`config.mk`:
```
export PLATFORM = sky130hd
export DESIGN_NAME = integer_to_radix_digits
export DESIGN_NICKNAME = d
export VERILOG_FILES = /design/src/design/i2rd_pkg.sv /design/src/design/i2rd_ram.sv /design/src/design/i2rd_dpath.sv /design/src/design/i2rd_ctrl.sv /design/src/design/integer_to_radix_digits.sv
export SDC_FILE = /design/constraint.sdc
export NUM_CORES = 1
export LEC_CHECK = 0
export BUFFER_PORTS_ARGS = -buffer_cell sky130_fd_sc_hd__buf_2
export CORE_MARGIN = 2
export CORE_UTILIZATION = 55
export DETAILED_ROUTE_END_ITERATION = 12
export PLACE_DENSITY = 0.73
export SLEW_MARGIN = 10
export SYNTH_ARGS = -nofsm -noshare
export SYNTH_HDL_FRONTEND = slang
export SYNTH_SLANG_ARGS = --single-unit
```
`constraint.sdc`:
```
create_clock -name clk_i -period 7.6 [get_ports clk_i]
set_clock_uncertainty 0.1 [all_clocks]
set_input_delay 1.14 -clock clk_i [delete_from_list [all_inputs] [get_ports clk_i]]
set_output_delay 1.14 -clock clk_i [all_outputs]
set_load 0.03 [all_outputs]
```
`src/design/i2rd_pkg.sv`:
```
`default_nettype none
// ----------------------------------------------------------------------------
// i2rd_pkg: shared types and constants for the radix digit converter
// Holds control/status bundles, FSM states, register map and symbol helpers.
// ----------------------------------------------------------------------------
package i2rd_pkg;

  localparam int unsigned DefValueWidth = 32;
  localparam int unsigned MaxRadix      = 16;
  localparam int unsigned RadixW        = 5;
  localparam int unsigned SymW          = 8;
  localparam int unsigned NumSyms       = 16;
  localparam int unsigned TableW        = NumSyms * SymW;
  localparam int unsigned DigitW        = 4;
  localparam int unsigned CfgDataW      = 64;
  localparam int unsigned CfgAddrW      = 5;

  localparam logic [SymW-1:0] CharCtrlMax = 8'd31;
  localparam logic [SymW-1:0] CharPlus    = 8'd43;
  localparam logic [SymW-1:0] CharMinus   = 8'd45;
  localparam logic [SymW-1:0] CharDel     = 8'd127;

  typedef enum logic [1:0] {
    RegRadix      = 2'd0,
    RegDigitsLow  = 2'd1,
    RegDigitsHigh = 2'd2,
    RegNone       = 2'd3
  } reg_idx_e;

  typedef enum logic [3:0] {
    StIdle,
    StCheck,
    StSign,
    StDivSet,
    StDiv,
    StStore,
    StTest,
    StRead,
    StSend
  } ctrl_state_e;

  typedef struct packed {
    logic capture;
    logic check;
    logic minus_load;
    logic div_clear;
    logic div_step;
    logic digit_store;
    logic rd_issue;
    logic sym_load;
  } i2rd_cmd_t;

  typedef struct packed {
    logic neg;
    logic table_valid;
    logic div_done;
    logic more_digits;
    logic last_digit;
    logic out_free;
  } i2rd_status_t;

  // Pick the symbol byte for one digit value.
  function automatic logic [SymW-1:0] symbol_of(logic [TableW-1:0] tbl,
                                                logic [DigitW-1:0] d);
    symbol_of = tbl[SymW*d +: SymW];
  endfunction

  // Table is usable only with a sane base and distinct printable symbols.
  function automatic logic table_ok(logic [RadixW-1:0] radix,
                                    logic [TableW-1:0] tbl);
    logic            ok;
    logic [SymW-1:0] c;
    ok = (radix >= RadixW'(2)) && (radix <= RadixW'(MaxRadix));
    for (int i = 0; i < NumSyms; i++) begin
      c = tbl[SymW*i +: SymW];
      if (RadixW'(i) < radix) begin
        if (c <= CharCtrlMax || c == CharPlus || c == CharMinus || c == CharDel) begin
          ok = 1'b0;
        end
        for (int j = i + 1; j < NumSyms; j++) begin
          if (RadixW'(j) < radix && tbl[SymW*j +: SymW] == c) begin
            ok = 1'b0;
          end
        end
      end
    end
    table_ok = ok;
  endfunction

endpackage
`default_nettype wire

```
`src/design/i2rd_ram.sv`:
```
`default_nettype none
// ----------------------------------------------------------------------------
// i2rd_ram: generic single-port-write, registered-read RAM
// One write and one read address per cycle; read data held until next read.
// ----------------------------------------------------------------------------
module i2rd_ram #(
  parameter int unsigned Width = 4,
  parameter int unsigned Depth = 32
) (
  input  wire                      clk_i,
  input  wire                      we_i,
  input  wire [$clog2(Depth)-1:0]  waddr_i,
  input  wire [Width-1:0]          wdata_i,
  input  wire                      re_i,
  input  wire [$clog2(Depth)-1:0]  raddr_i,
  output logic [Width-1:0]         rdata_o
);

  logic [Width-1:0] mem_q [Depth];
  logic [Width-1:0] rdata_q;

  always_ff @(posedge clk_i) begin
    if (we_i) begin
      mem_q[waddr_i] <= wdata_i;
    end
    if (re_i) begin
      rdata_q <= mem_q[raddr_i];
    end
  end

  assign rdata_o = rdata_q;

endmodule
`default_nettype wire

```
`src/design/i2rd_dpath.sv`:
```
`default_nettype none
// ----------------------------------------------------------------------------
// i2rd_dpath: magnitude, bit-serial divider, digit store and output register
// Runs one restoring-division step per cycle under controller commands.
// ----------------------------------------------------------------------------
module i2rd_dpath #(
  parameter int unsigned ValueWidth = i2rd_pkg::DefValueWidth
) (
  input  wire                               clk_i,
  input  wire                               rst_ni,
  input  wire [ValueWidth-1:0]              value_i,
  input  wire [i2rd_pkg::RadixW-1:0]        radix_i,
  input  wire [i2rd_pkg::TableW-1:0]        table_i,
  input  i2rd_pkg::i2rd_cmd_t               cmd_i,
  output i2rd_pkg::i2rd_status_t            status_o,
  output logic                              out_valid_o,
  input  wire                               out_ready_i,
  output logic [i2rd_pkg::SymW-1:0]         symbol_o,
  output logic                              last_o
);

  localparam int unsigned AddrW = $clog2(ValueWidth);
  localparam int unsigned CntW  = $clog2(ValueWidth + 1);

  logic                         neg_q;
  logic                         valid_q;
  logic [ValueWidth-1:0]        quo_q;
  logic [i2rd_pkg::DigitW-1:0]  rem_q;
  logic [AddrW-1:0]             bit_cnt_q;
  logic [CntW-1:0]              cnt_q;
  logic                         out_valid_q;
  logic [i2rd_pkg::SymW-1:0]    sym_q;
  logic                         last_q;

  logic [i2rd_pkg::RadixW-1:0]  trial;
  logic [i2rd_pkg::RadixW-1:0]  diff;
  logic                         qbit;
  logic [i2rd_pkg::DigitW-1:0]  rd_digit;
  logic [CntW-1:0]              rd_idx;

  // Shift next dividend bit into the partial remainder, subtract if it fits.
  always_comb begin
    trial = {rem_q, quo_q[ValueWidth-1]};
    diff  = trial - radix_i;
    qbit  = (trial >= radix_i);
  end

  assign rd_idx = cnt_q - CntW'(1);

  always_ff @(posedge clk_i or negedge rst_ni) begin
    if (!rst_ni) begin
      neg_q     <= 1'b0;
      valid_q   <= 1'b0;
      quo_q     <= '0;
      rem_q     <= '0;
      bit_cnt_q <= '0;
      cnt_q     <= '0;
    end else begin
      if (cmd_i.capture) begin
        neg_q <= value_i[ValueWidth-1];
        quo_q <= value_i[ValueWidth-1] ? (~value_i + ValueWidth'(1)) : value_i;
        cnt_q <= '0;
      end
      if (cmd_i.check) begin
        valid_q <= i2rd_pkg::table_ok(radix_i, table_i);
      end
      if (cmd_i.div_clear) begin
        rem_q     <= '0;
        bit_cnt_q <= '0;
      end
      if (cmd_i.div_step) begin
        rem_q     <= qbit ? diff[i2rd_pkg::DigitW-1:0] : trial[i2rd_pkg::DigitW-1:0];
        quo_q     <= {quo_q[ValueWidth-2:0], qbit};
        bit_cnt_q <= bit_cnt_q + AddrW'(1);
      end
      if (cmd_i.digit_store) begin
        cnt_q <= cnt_q + CntW'(1);
      end
      if (cmd_i.sym_load) begin
        cnt_q <= rd_idx;
      end
    end
  end

  i2rd_ram #(
    .Width (i2rd_pkg::DigitW),
    .Depth (ValueWidth)
  ) u_digits (
    .clk_i   (clk_i),
    .we_i    (cmd_i.digit_store),
    .waddr_i (cnt_q[AddrW-1:0]),
    .wdata_i (rem_q),
    .re_i    (cmd_i.rd_issue),
    .raddr_i (rd_idx[AddrW-1:0]),
    .rdata_o (rd_digit)
  );

  // Output register: hold the character until the sink takes it.
  always_ff @(posedge clk_i or negedge rst_ni) begin
    if (!rst_ni) begin
      out_valid_q <= 1'b0;
    end else if (cmd_i.minus_load || cmd_i.sym_load) begin
      out_valid_q <= 1'b1;
    end else if (out_ready_i) begin
      out_valid_q <= 1'b0;
    end
  end

  always_ff @(posedge clk_i) begin
    if (cmd_i.minus_load) begin
      sym_q  <= i2rd_pkg::CharMinus;
      last_q <= ~valid_q;
    end else if (cmd_i.sym_load) begin
      sym_q  <= i2rd_pkg::symbol_of(table_i, rd_digit);
      last_q <= (cnt_q == CntW'(1));
    end
  end

  assign status_o.neg         = neg_q;
  assign status_o.table_valid = valid_q;
  assign status_o.div_done    = (bit_cnt_q == AddrW'(ValueWidth - 1));
  assign status_o.more_digits = (quo_q != '0) && (cnt_q != CntW'(ValueWidth));
  assign status_o.last_digit  = (cnt_q == CntW'(1));
  assign status_o.out_free    = ~out_valid_q | out_ready_i;

  assign out_valid_o = out_valid_q;
  assign symbol_o    = sym_q;
  assign last_o      = last_q;

endmodule
`default_nettype wire

```
`src/design/i2rd_ctrl.sv`:
```
`default_nettype none
// ----------------------------------------------------------------------------
// i2rd_ctrl: conversion sequencer
// Steps through capture, table check, sign, per-digit division and digit emission.
// ----------------------------------------------------------------------------
module i2rd_ctrl (
  input  wire                     clk_i,
  input  wire                     rst_ni,
  input  wire                     in_valid_i,
  output logic                    in_ready_o,
  input  i2rd_pkg::i2rd_status_t  status_i,
  output i2rd_pkg::i2rd_cmd_t     cmd_o
);

  i2rd_pkg::ctrl_state_e state_q, state_d;

  always_ff @(posedge clk_i or negedge rst_ni) begin
    if (!rst_ni) begin
      state_q <= i2rd_pkg::StIdle;
    end else begin
      state_q <= state_d;
    end
  end

  always_comb begin
    state_d    = state_q;
    cmd_o      = '0;
    in_ready_o = 1'b0;
    case (state_q)
      i2rd_pkg::StIdle: begin
        in_ready_o = 1'b1;
        if (in_valid_i) begin
          cmd_o.capture = 1'b1;
          state_d       = i2rd_pkg::StCheck;
        end
      end
      i2rd_pkg::StCheck: begin
        cmd_o.check = 1'b1;
        state_d     = i2rd_pkg::StSign;
      end
      i2rd_pkg::StSign: begin
        if (status_i.neg) begin
          if (status_i.out_free) begin
            cmd_o.minus_load = 1'b1;
            state_d = status_i.table_valid ? i2rd_pkg::StDivSet : i2rd_pkg::StIdle;
          end
        end else begin
          state_d = status_i.table_valid ? i2rd_pkg::StDivSet : i2rd_pkg::StIdle;
        end
      end
      i2rd_pkg::StDivSet: begin
        cmd_o.div_clear = 1'b1;
        state_d         = i2rd_pkg::StDiv;
      end
      i2rd_pkg::StDiv: begin
        cmd_o.div_step = 1'b1;
        if (status_i.div_done) begin
          state_d = i2rd_pkg::StStore;
        end
      end
      i2rd_pkg::StStore: begin
        cmd_o.digit_store = 1'b1;
        state_d           = i2rd_pkg::StTest;
      end
      i2rd_pkg::StTest: begin
        state_d = status_i.more_digits ? i2rd_pkg::StDivSet : i2rd_pkg::StRead;
      end
      i2rd_pkg::StRead: begin
        cmd_o.rd_issue = 1'b1;
        state_d        = i2rd_pkg::StSend;
      end
      i2rd_pkg::StSend: begin
        if (status_i.out_free) begin
          cmd_o.sym_load = 1'b1;
          state_d = status_i.last_digit ? i2rd_pkg::StIdle : i2rd_pkg::StRead;
        end
      end
      default: begin
        state_d = i2rd_pkg::StIdle;
      end
    endcase
  end

endmodule
`default_nettype wire

```
`src/design/integer_to_radix_digits.sv`:
```
`default_nettype none
// ----------------------------------------------------------------------------
// integer_to_radix_digits: signed integer to text in a configurable base
// One value in on the slave stream, its characters out on the master stream.
// ----------------------------------------------------------------------------
// Usage:
//   Program radix (byte 0x00) and the 16-entry symbol table (0x08 low half,
//   0x10 high half) over the APB port while no conversion is in flight.
//   Push one two's-complement value on s_axis; the block answers with its
//   characters on m_axis, most significant digit first, tlast on the final
//   one. A negative value starts with '-'. With an unusable table only the
//   '-' of a negative value comes out (with tlast), else nothing.
// Operation:
//   Each digit runs the bit-serial divider (one quotient bit per cycle),
//   then is stored to digit RAM; each character is a digit-RAM read and a
//   load into the output register. Capture and table check come first.
//   One value is worked on at a time; s_axis_tready is high only between
//   conversions.
// Reset and stall:
//   Reset clears sequencer and state; symbol byte and digit RAM need no clear.
//   The last character sits in the output register while the next value is
//   taken; a stalled m_axis_tready holds the sequencer before the next load.
// ----------------------------------------------------------------------------
module integer_to_radix_digits #(
  parameter int unsigned VALUE_WIDTH = i2rd_pkg::DefValueWidth
) (
  input  wire                                  clk_i,
  input  wire                                  rst_ni,
  // value[VALUE_WIDTH-1:0], zero padded to whole bytes
  input  wire  [((VALUE_WIDTH+7)/8)*8-1:0]     s_axis_tdata,
  input  wire                                  s_axis_tvalid,
  output logic                                 s_axis_tready,
  // symbol[7:0]
  output logic [i2rd_pkg::SymW-1:0]            m_axis_tdata,
  output logic                                 m_axis_tlast,
  output logic                                 m_axis_tvalid,
  input  wire                                  m_axis_tready,
  input  wire                                  psel,
  input  wire                                  penable,
  input  wire                                  pwrite,
  input  wire  [i2rd_pkg::CfgAddrW-1:0]        paddr,
  input  wire  [i2rd_pkg::CfgDataW-1:0]        pwdata,
  output logic [i2rd_pkg::CfgDataW-1:0]        prdata,
  output logic                                 pready
);

  logic [i2rd_pkg::RadixW-1:0]   radix_q;
  logic [i2rd_pkg::CfgDataW-1:0] digits_low_q;
  logic [i2rd_pkg::CfgDataW-1:0] digits_high_q;
  i2rd_pkg::reg_idx_e            reg_idx;
  logic                          cfg_wr;

  i2rd_pkg::i2rd_cmd_t           cmd;
  i2rd_pkg::i2rd_status_t        status;

  assign pready  = 1'b1;
  assign cfg_wr  = psel & penable & pwrite & pready;
  // Registers sit on 8-byte boundaries; the low address bits are ignored.
  assign reg_idx = i2rd_pkg::reg_idx_e'(paddr[4:3]);

  always_ff @(posedge clk_i or negedge rst_ni) begin
    if (!rst_ni) begin
      radix_q       <= '0;
      digits_low_q  <= '0;
      digits_high_q <= '0;
    end else if (cfg_wr) begin
      case (reg_idx)
        i2rd_pkg::RegRadix:      radix_q       <= pwdata[i2rd_pkg::RadixW-1:0];
        i2rd_pkg::RegDigitsLow:  digits_low_q  <= pwdata;
        i2rd_pkg::RegDigitsHigh: digits_high_q <= pwdata;
        default: begin
          // drop writes to unmapped addresses
        end
      endcase
    end
  end

  always_comb begin
    case (reg_idx)
      i2rd_pkg::RegRadix:      prdata = {{(i2rd_pkg::CfgDataW - i2rd_pkg::RadixW){1'b0}},
                                         radix_q};
      i2rd_pkg::RegDigitsLow:  prdata = digits_low_q;
      i2rd_pkg::RegDigitsHigh: prdata = digits_high_q;
      default:                 prdata = '0;
    endcase
  end

  i2rd_ctrl u_ctrl (
    .clk_i      (clk_i),
    .rst_ni     (rst_ni),
    .in_valid_i (s_axis_tvalid),
    .in_ready_o (s_axis_tready),
    .status_i   (status),
    .cmd_o      (cmd)
  );

  i2rd_dpath #(
    .ValueWidth (VALUE_WIDTH)
  ) u_dpath (
    .clk_i       (clk_i),
    .rst_ni      (rst_ni),
    .value_i     (s_axis_tdata[VALUE_WIDTH-1:0]),
    .radix_i     (radix_q),
    .table_i     ({digits_high_q, digits_low_q}),
    .cmd_i       (cmd),
    .status_o    (status),
    .out_valid_o (m_axis_tvalid),
    .out_ready_i (m_axis_tready),
    .symbol_o    (m_axis_tdata),
    .last_o      (m_axis_tlast)
  );

endmodule
`default_nettype wire
```
==> flow_metrics.env, run 1 <==
export IMPL_yosysTopAreaCellShare_pct=23.75
export IMPL_wl_per_cell_um=30.04
export IMPL_synthCells=2832
export IMPL_synth_async_reset_ratio_pct=57.01
export IMPL_startpoint="radix_q[3]"
export IMPL_period_share_pct=58.01
export IMPL_fp_dieArea_um2=53320
export IMPL_syn_area_um2=28320
export IMPL_worstMarginPinSlew_ns=1.309
export IMPL_cp_start_kind="flip-flop"
export IMPL_setup_viol=0
export IMPL_cap_violations=0
export IMPL_syn_nets=2954
export IMPL_max_vdd_ir_drop_mv=0.1977
export IMPL_ys_warn_count=0
export IMPL_reg2reg_depth=8
export IMPL_powerDensity_nw_per_um2=357.9
export IMPL_end_kind="flip-flop"
export IMPL_antenna_found_initial=2
export IMPL_status="complete, no violations"
export IMPL_cts_buffers=37
export IMPL_syn2layout_area_growth_pct=8.977
export IMPL_cts_setup_buffers=0
export IMPL_rsz0062_at_grt="no"
export IMPL_finalHoldViolCount=0
export IMPL_grt_first_pass_wirelength_um=157700
export IMPL_route_detailed_drc=0
export IMPL_drt_iter0_markers=3916
export IMPL_core_area_um2=51090
export IMPL_ff2ff_setup_slack_ns=3.19
export IMPL_start_util_pct=55.43
export IMPL_whs_path_depth=2
export IMPL_clockRootBuffer="clkbuf_16"
export IMPL_insertion_delay_ns=0.58
export IMPL_dr_pass1_iters=6
export IMPL_grt_pass1_vias=24710
export IMPL_clkSinkCount=328
export IMPL_viasPerCell=6.998
export IMPL_hold_end="u_dpath.symbol_o[7]"
export IMPL_syn_avg_cell_area_um2=10.00
export IMPL_ant_nets=0
export IMPL_min_path_type="reg2reg"
export IMPL_ioPinCount=184
export IMPL_period_needed_ns=4.409
export IMPL_grt_use_total_pct=39.55
export IMPL_nets=2975
export IMPL_hp_start="u_dpath.symbol_o[7]"
export IMPL_critPathMaxFanout=15
export IMPL_ys_ff_latch=328
export IMPL_path_class="reg2reg"
export IMPL_clkTransAtPathRegs_ns=0.06
export IMPL_fmax_ghz=0.2268
export IMPL_grt_max_degree=117
export IMPL_cts_max_level=2
export IMPL_yosys_top_cells_count="xnor2_1 (768), xor2_1 (239), buf_2 (203), nand4_1 (195), dfrtp_1 (187)"
export IMPL_insertedDiodeCount=0
export IMPL_synthFlopType="dfrtp_1"
export IMPL_clk_path_buf_depth=3
export IMPL_cts_tree="yes"
export IMPL_final_layout_size_suffix_gt1_share_pct=21.30
export IMPL_slew_viol_final=0
export IMPL_crit_path_max_incr_delay_ns=0.94
export IMPL_tns_ns=0
export IMPL_worstReg2RegEnd="u_dpath.valid_q"
export IMPL_grt_ovfl_total=0
export IMPL_worst_r2r_startpoint="radix_q[3]"
export IMPL_ctsHoldBuffers=0
export IMPL_max_slew_margin_pct=12.76
export IMPL_totalWireLength_um=107000
export IMPL_cts_resized=0
export IMPL_row_count=83
export IMPL_synthTopCellsByArea="xnor2_1 (24%), dfrtp_1 (17%), edfxtp_1 (14%), xor2_1 (7.4%), mux4_2 (6.4%)"
export IMPL_finalNonFillerCells=3562
export IMPL_ys_seq_area_share_pct=31.19
export IMPL_hpwlAfterDp_um=66500
export IMPL_io_buffers=179
export IMPL_leakagePower_nw=10.75
export IMPL_cpMaxStageDelayCell="nor2_1"
export IMPL_ys_types=74
export IMPL_synth_edf_count=133
export IMPL_dp_cells=3494
export IMPL_required_ns=7.97
export IMPL_die_h_um=230.9
export IMPL_cpMostUsedCell="nand4_1"
export IMPL_die_w_um=230.9
export IMPL_gp_congestion=1.018
export IMPL_yosysTopAreaCell="xnor2_1"
export IMPL_path_cells="nor2_1 -> or2_1 -> nor3_1 -> nor4_2 -> nand4_1 -> o41ai_1 -> nand4_1 -> o41ai_2"
export IMPL_yosysMostFrequentCell="xnor2_1"
export IMPL_vias=24930
export IMPL_crit_arrival_ns=4.78
[critical path: cells and delay by family, from the launching register on]
family,cells,cell delay [ns]
flops,1,0.62
compound gates,2,0.97
simple gates,6,2.63
[power by group]
group / total, W / internal [W] / leakage (nW) / switching [W]
Sequential: 0.00279 / 0.00225 / 3.60 / 0.000539
Combinational: 0.00643 / 0.00262 / 6.55 / 0.00382
Clock: 0.00182 / 0.00104 / 0.608 / 0.000780
[how the worst max path moves through the flow]
stage | endpoint | slack [ns] | depth (start not counted)
6_report | u_dpath.valid_q | 3.19 | 8
5_1_grt | u_dpath.valid_q | 3.30 | 9
4_1_cts | u_dpath.valid_q | 3.56 | 9
3_5_place_dp | u_dpath.valid_q | 3.57 | 9
3_3_place_gp | u_dpath.valid_q | 3.60 | 9
2_1_floorplan | prdata[54] | 3.62 | 6
[placed cells by master (no fill, tap or decap), types with 5 or more instances in the layout]
cell	n
o21ai_0	69
clkbuf_8	7
a21oi_1	14
o21ai_1	10
or4_1	6
buf_2	178
nand3_1	30
or3_1	7
nor2_1	76
nor3_1	82
ha_1	13
nand2_1	63
mux4_2	80
mux2i_1	12
o311ai_0	6
nor4_1	78
xor2_1	239
inv_1	24
a31oi_1	44
nand2b_1	7
nand4_1	195
buf_4	144
o31ai_1	12
clkinv_2	5
a22o_1	62
clkbuf_16	37
dfxtp_1	8
o22a_1	5
a22oi_1	28
edfxtp_1	133
o32ai_1	13
xnor2_1	768
dfrtp_1	186
mux2_2	127
[final cells by class]
class                   count  area [um2]
fillers                  4247       20230
flip-flops and latches    328        8835
multi-input cells        2139       17860
clock buffers              47        1023
well taps                 680       850.8
clock inverters            21       222.7
repair buffers            323        1986
inverters                  24       90.09
[per-layer routing]
metal | vias to the layer above | part of all wire [%] | GRT usage, %
met2 | 2186 | 41 | 57.18
met3 | 639 | 14 | 9.968
li1 | 10080 | - | -
met1 | 12020 | 36 | 52.46
met5 | - | 0.021 | 0
met4 | 4 | 8.0 | 26.15
[flip-flops by register name, indices dropped and copies added (netlist names), 5 cells and up]
name	count
u_dpath.symbol_o	8
u_dpath.cnt_q	6
u_dpath.quo_q	32
u_dpath.u_digits.mem_q	128
digits_low_q	64
radix_q	5
u_dpath.bit_cnt_q	5
digits_high_q	64
[kinds of logic after synthesis]
family                   Yosys count  synth area share (%)
other                              1               0.01324
flip-flops                       328                 31.19
AND/OR/NAND/NOR                  579                 11.23
XOR/XNOR                        1007                 31.14
AO/OA/AOI/OAI                    317                 7.970
adder cells (fa/ha/maj)           16                0.7157
multiplexers                     219                 11.84
buffers and inverters            365                 5.907
[metrics by stage]
stage / setup slack [ns] / hold slack (ns) / power [W] / instance area, um2 / utilization [%]
after CTS: 3.565 / 0.3734 / 0.01080 / 30860 / 60.39
final: 3.191 / 0.3636 / 0.01105 / 30860 / 60.41
after detailed placement: 3.571 / 0.3632 / 0.008953 / 29610 / 57.95
after floorplan: 3.624 / 0.3649 / 0.007249 / 28320 / -
after global placement: 3.604 / 0.3510 / 0.008730 / 29610 / 57.95
after global routing: 3.299 / 0.3882 / 0.01144 / 30860 / 60.41
No activity file was read; power rests on OpenSTA's default activity.
==> inputs of run 2 (changes only) <==
--- a/config.mk
+++ b/config.mk
@@ -9,7 +9,7 @@
 export CORE_MARGIN = 2
 export CORE_UTILIZATION = 55
 export DETAILED_ROUTE_END_ITERATION = 12
-export PLACE_DENSITY = 0.73
+export PLACE_DENSITY = 0.76
 export SLEW_MARGIN = 10
 export SYNTH_ARGS = -nofsm -noshare
 export SYNTH_HDL_FRONTEND = slang
==> constraint.sdc (replaced) <==
create_clock -name clk_i -period 3.8 [get_ports clk_i]
set_clock_uncertainty 0.1 [all_clocks]
set_input_delay 0.57 -clock clk_i [delete_from_list [all_inputs] [get_ports clk_i]]
set_output_delay 0.57 -clock clk_i [all_outputs]
set_load 0.03 [all_outputs]
==> flow_metrics.env, run 2 (synthesis results as in run 1) <==
export IMPL_status="complete, no violations"
export IMPL_fin_util_pct=62.18
export IMPL_die_w_um=230.9
export IMPL_core_area_um2=51090
export IMPL_cts_buffers=36
export IMPL_cts_max_level=2
export IMPL_max_vdd_ir_drop_mv=0.5544
export IMPL_dp_slack_ns=0.4685
export IMPL_grt_max_degree=82
export IMPL_cp_top_family="compound AO/OA/AOI/OAI gates"
export IMPL_rsz0062_at_grt="no"
export IMPL_clkTransAtPathRegs_ns=0.07
export IMPL_final_layout_size_suffix_gt1_share_pct=23.94
export IMPL_nets=3079
export IMPL_start_util_pct=55.43
export IMPL_worst_r2r_startpoint="radix_q[1]"
export IMPL_hp_start="pwdata[37]"
export IMPL_fp_dieArea_um2=53320
export IMPL_grt_pass1_vias=25010
export IMPL_antenna_found_initial=3
export IMPL_wl_per_cell_um=31.78
export IMPL_grt_first_pass_wirelength_um=170500
export IMPL_path_class="reg2reg"
export IMPL_end_kind="flip-flop"
export IMPL_finalNonFillerCells=3665
export IMPL_dp_cells=3598
export IMPL_min_path_type="in2reg"
export IMPL_max_slew_margin_pct=14.79
export IMPL_powerDensity_nw_per_um2=719.9
export IMPL_clk_path_buf_depth=3
export IMPL_finalHoldViolCount=0
export IMPL_clkSinkCount=328
export IMPL_required_ns=4.18
export IMPL_ioPinCount=184
export IMPL_startpoint="radix_q[1]"
export IMPL_insertion_delay_ns=0.58
export IMPL_grt_use_total_pct=43.43
export IMPL_clockRootBuffer="clkbuf_16"
export IMPL_period_share_pct=88.93
export IMPL_ant_nets=0
export IMPL_worstMarginPinSlew_ns=1.278
export IMPL_top_regs="u_dpath.u_digits.mem_q x128, digits_high_q x64, digits_low_q x64"
export IMPL_route_detailed_drc=0
export IMPL_setup_viol=0
export IMPL_cts_tree="yes"
export IMPL_grt_ovfl_total=0
export IMPL_cp_start_kind="flip-flop"
export IMPL_cts_resized=0
export IMPL_dr_pass1_iters=6
export IMPL_syn2layout_area_growth_pct=12.18
export IMPL_cp_num_buf_inv=1
export IMPL_path_cells="o21a_1 -> a21oi_2 -> buf_4 -> nor3_1 -> or4_1 -> nor4_1 -> a31o_1 -> o2111ai_1 -> o41ai_2"
export IMPL_viasPerCell=6.958
export IMPL_fmax_ghz=0.2959
export IMPL_cap_violations=0
export IMPL_critPathMaxFanout=9
export IMPL_ctsHoldBuffers=1
export IMPL_slew_viol_final=0
export IMPL_crit_path_max_incr_delay_ns=0.53
export IMPL_most_common_layout_cells="xnor2_1 (768), xor2_1 (239), buf_4 (233)"
export IMPL_drt_iter0_markers=3912
export IMPL_row_count=83
export IMPL_top_register="u_dpath.u_digits.mem_q"
export IMPL_totalWireLength_um=116500
export IMPL_place_area_um2=30580
export IMPL_crit_arrival_ns=3.76
export IMPL_cts_setup_buffers=0
export IMPL_final_common_cell="xnor2_1"
export IMPL_tns_ns=0
export IMPL_gp_congestion=1.079
export IMPL_fin_ws_ns=0.4206
export IMPL_io_buffers=179
export IMPL_leakagePower_nw=11.30
export IMPL_cpMaxStageDelayCell="dfrtp_1"
export IMPL_hpwlAfterDp_um=82170
export IMPL_vias=25500
export IMPL_die_h_um=230.9
export IMPL_period_needed_ns=3.379
export IMPL_fillers=4193
export IMPL_largest_reg_flops=128
export IMPL_stdcell_area_um2=31770
run 2: cell count changes in the layout (fill, tap and decap cells not counted), moves of 2 or more:
| cell | delta |
|---|---|
| buf_4 | +89 |
| buf_12 | +15 |
| clkbuf_8 | -5 |
| clkbuf_1 | +3 |
| clkinv_1 | -2 |
| clkinv_2 | +2 |
| diode_2 | +2 |
run 2: per-layer routing:
layer | track usage (%) | vias up | wire length [um] | share of wire, %
met2 | 64.37 | 2237 | 49390 | 42
met4 | 21.98 | 2 | 7204 | 6.2
met5 | 0 | - | 9 | 0.0077
li1 | - | 10270 | - | -
met3 | 12.38 | 527 | 16360 | 14
met1 | 57.97 | 12470 | 43520 | 37
run 2: layout make-up:
cell class	count	area, um2	area share [%]
clock buffer	45	965.9	3.040
sequential	328	8836	27.81
clock inverter	19	211.5	0.6655
inverter	24	90.09	0.2835
multi-input combinational	2139	17850	56.18
tap	680	850.8	2.678
antenna	2	5.005	0.01575
timing repair buffer	428	2964	9.329
run 2: final timing paths:
kind	slack, ns	depth (start not counted)	to
worst min-delay path	0.12	3	digits_high_q[37]
worst min register to register	0.35	2	u_dpath.symbol_o[4]
worst max register to register	0.42	9	u_dpath.valid_q
worst max-delay path	0.42	9	u_dpath.valid_q
max in group asynchronous	2.25	3	u_dpath.cnt_q[4]
min in group asynchronous	0.52	2	digits_low_q[40]
run 2: through the flow:
stage	total power (W)	hold slack (ns)
final	0.02287	0.1185
after global routing	0.02366	0.1353
after CTS	0.02239	0.1112
after detailed placement	0.01874	0.3485
after global placement	0.01835	0.3450
after floorplan	0.01450	0.1744
run 2: worst min-delay path, delay by kind of cell:
family                 cells  cell delay (ns)
AOI/OAI and AO/OA          1             0.06
buffers and inverters      1             0.09
and+or+nand+nor            1             0.04
run 2: where the power goes:
group          internal, W  switching (W)  leakage, nW
logic              0.00569        0.00704         7.12
registers          0.00449        0.00208         3.60
clock network      0.00203        0.00154        0.578
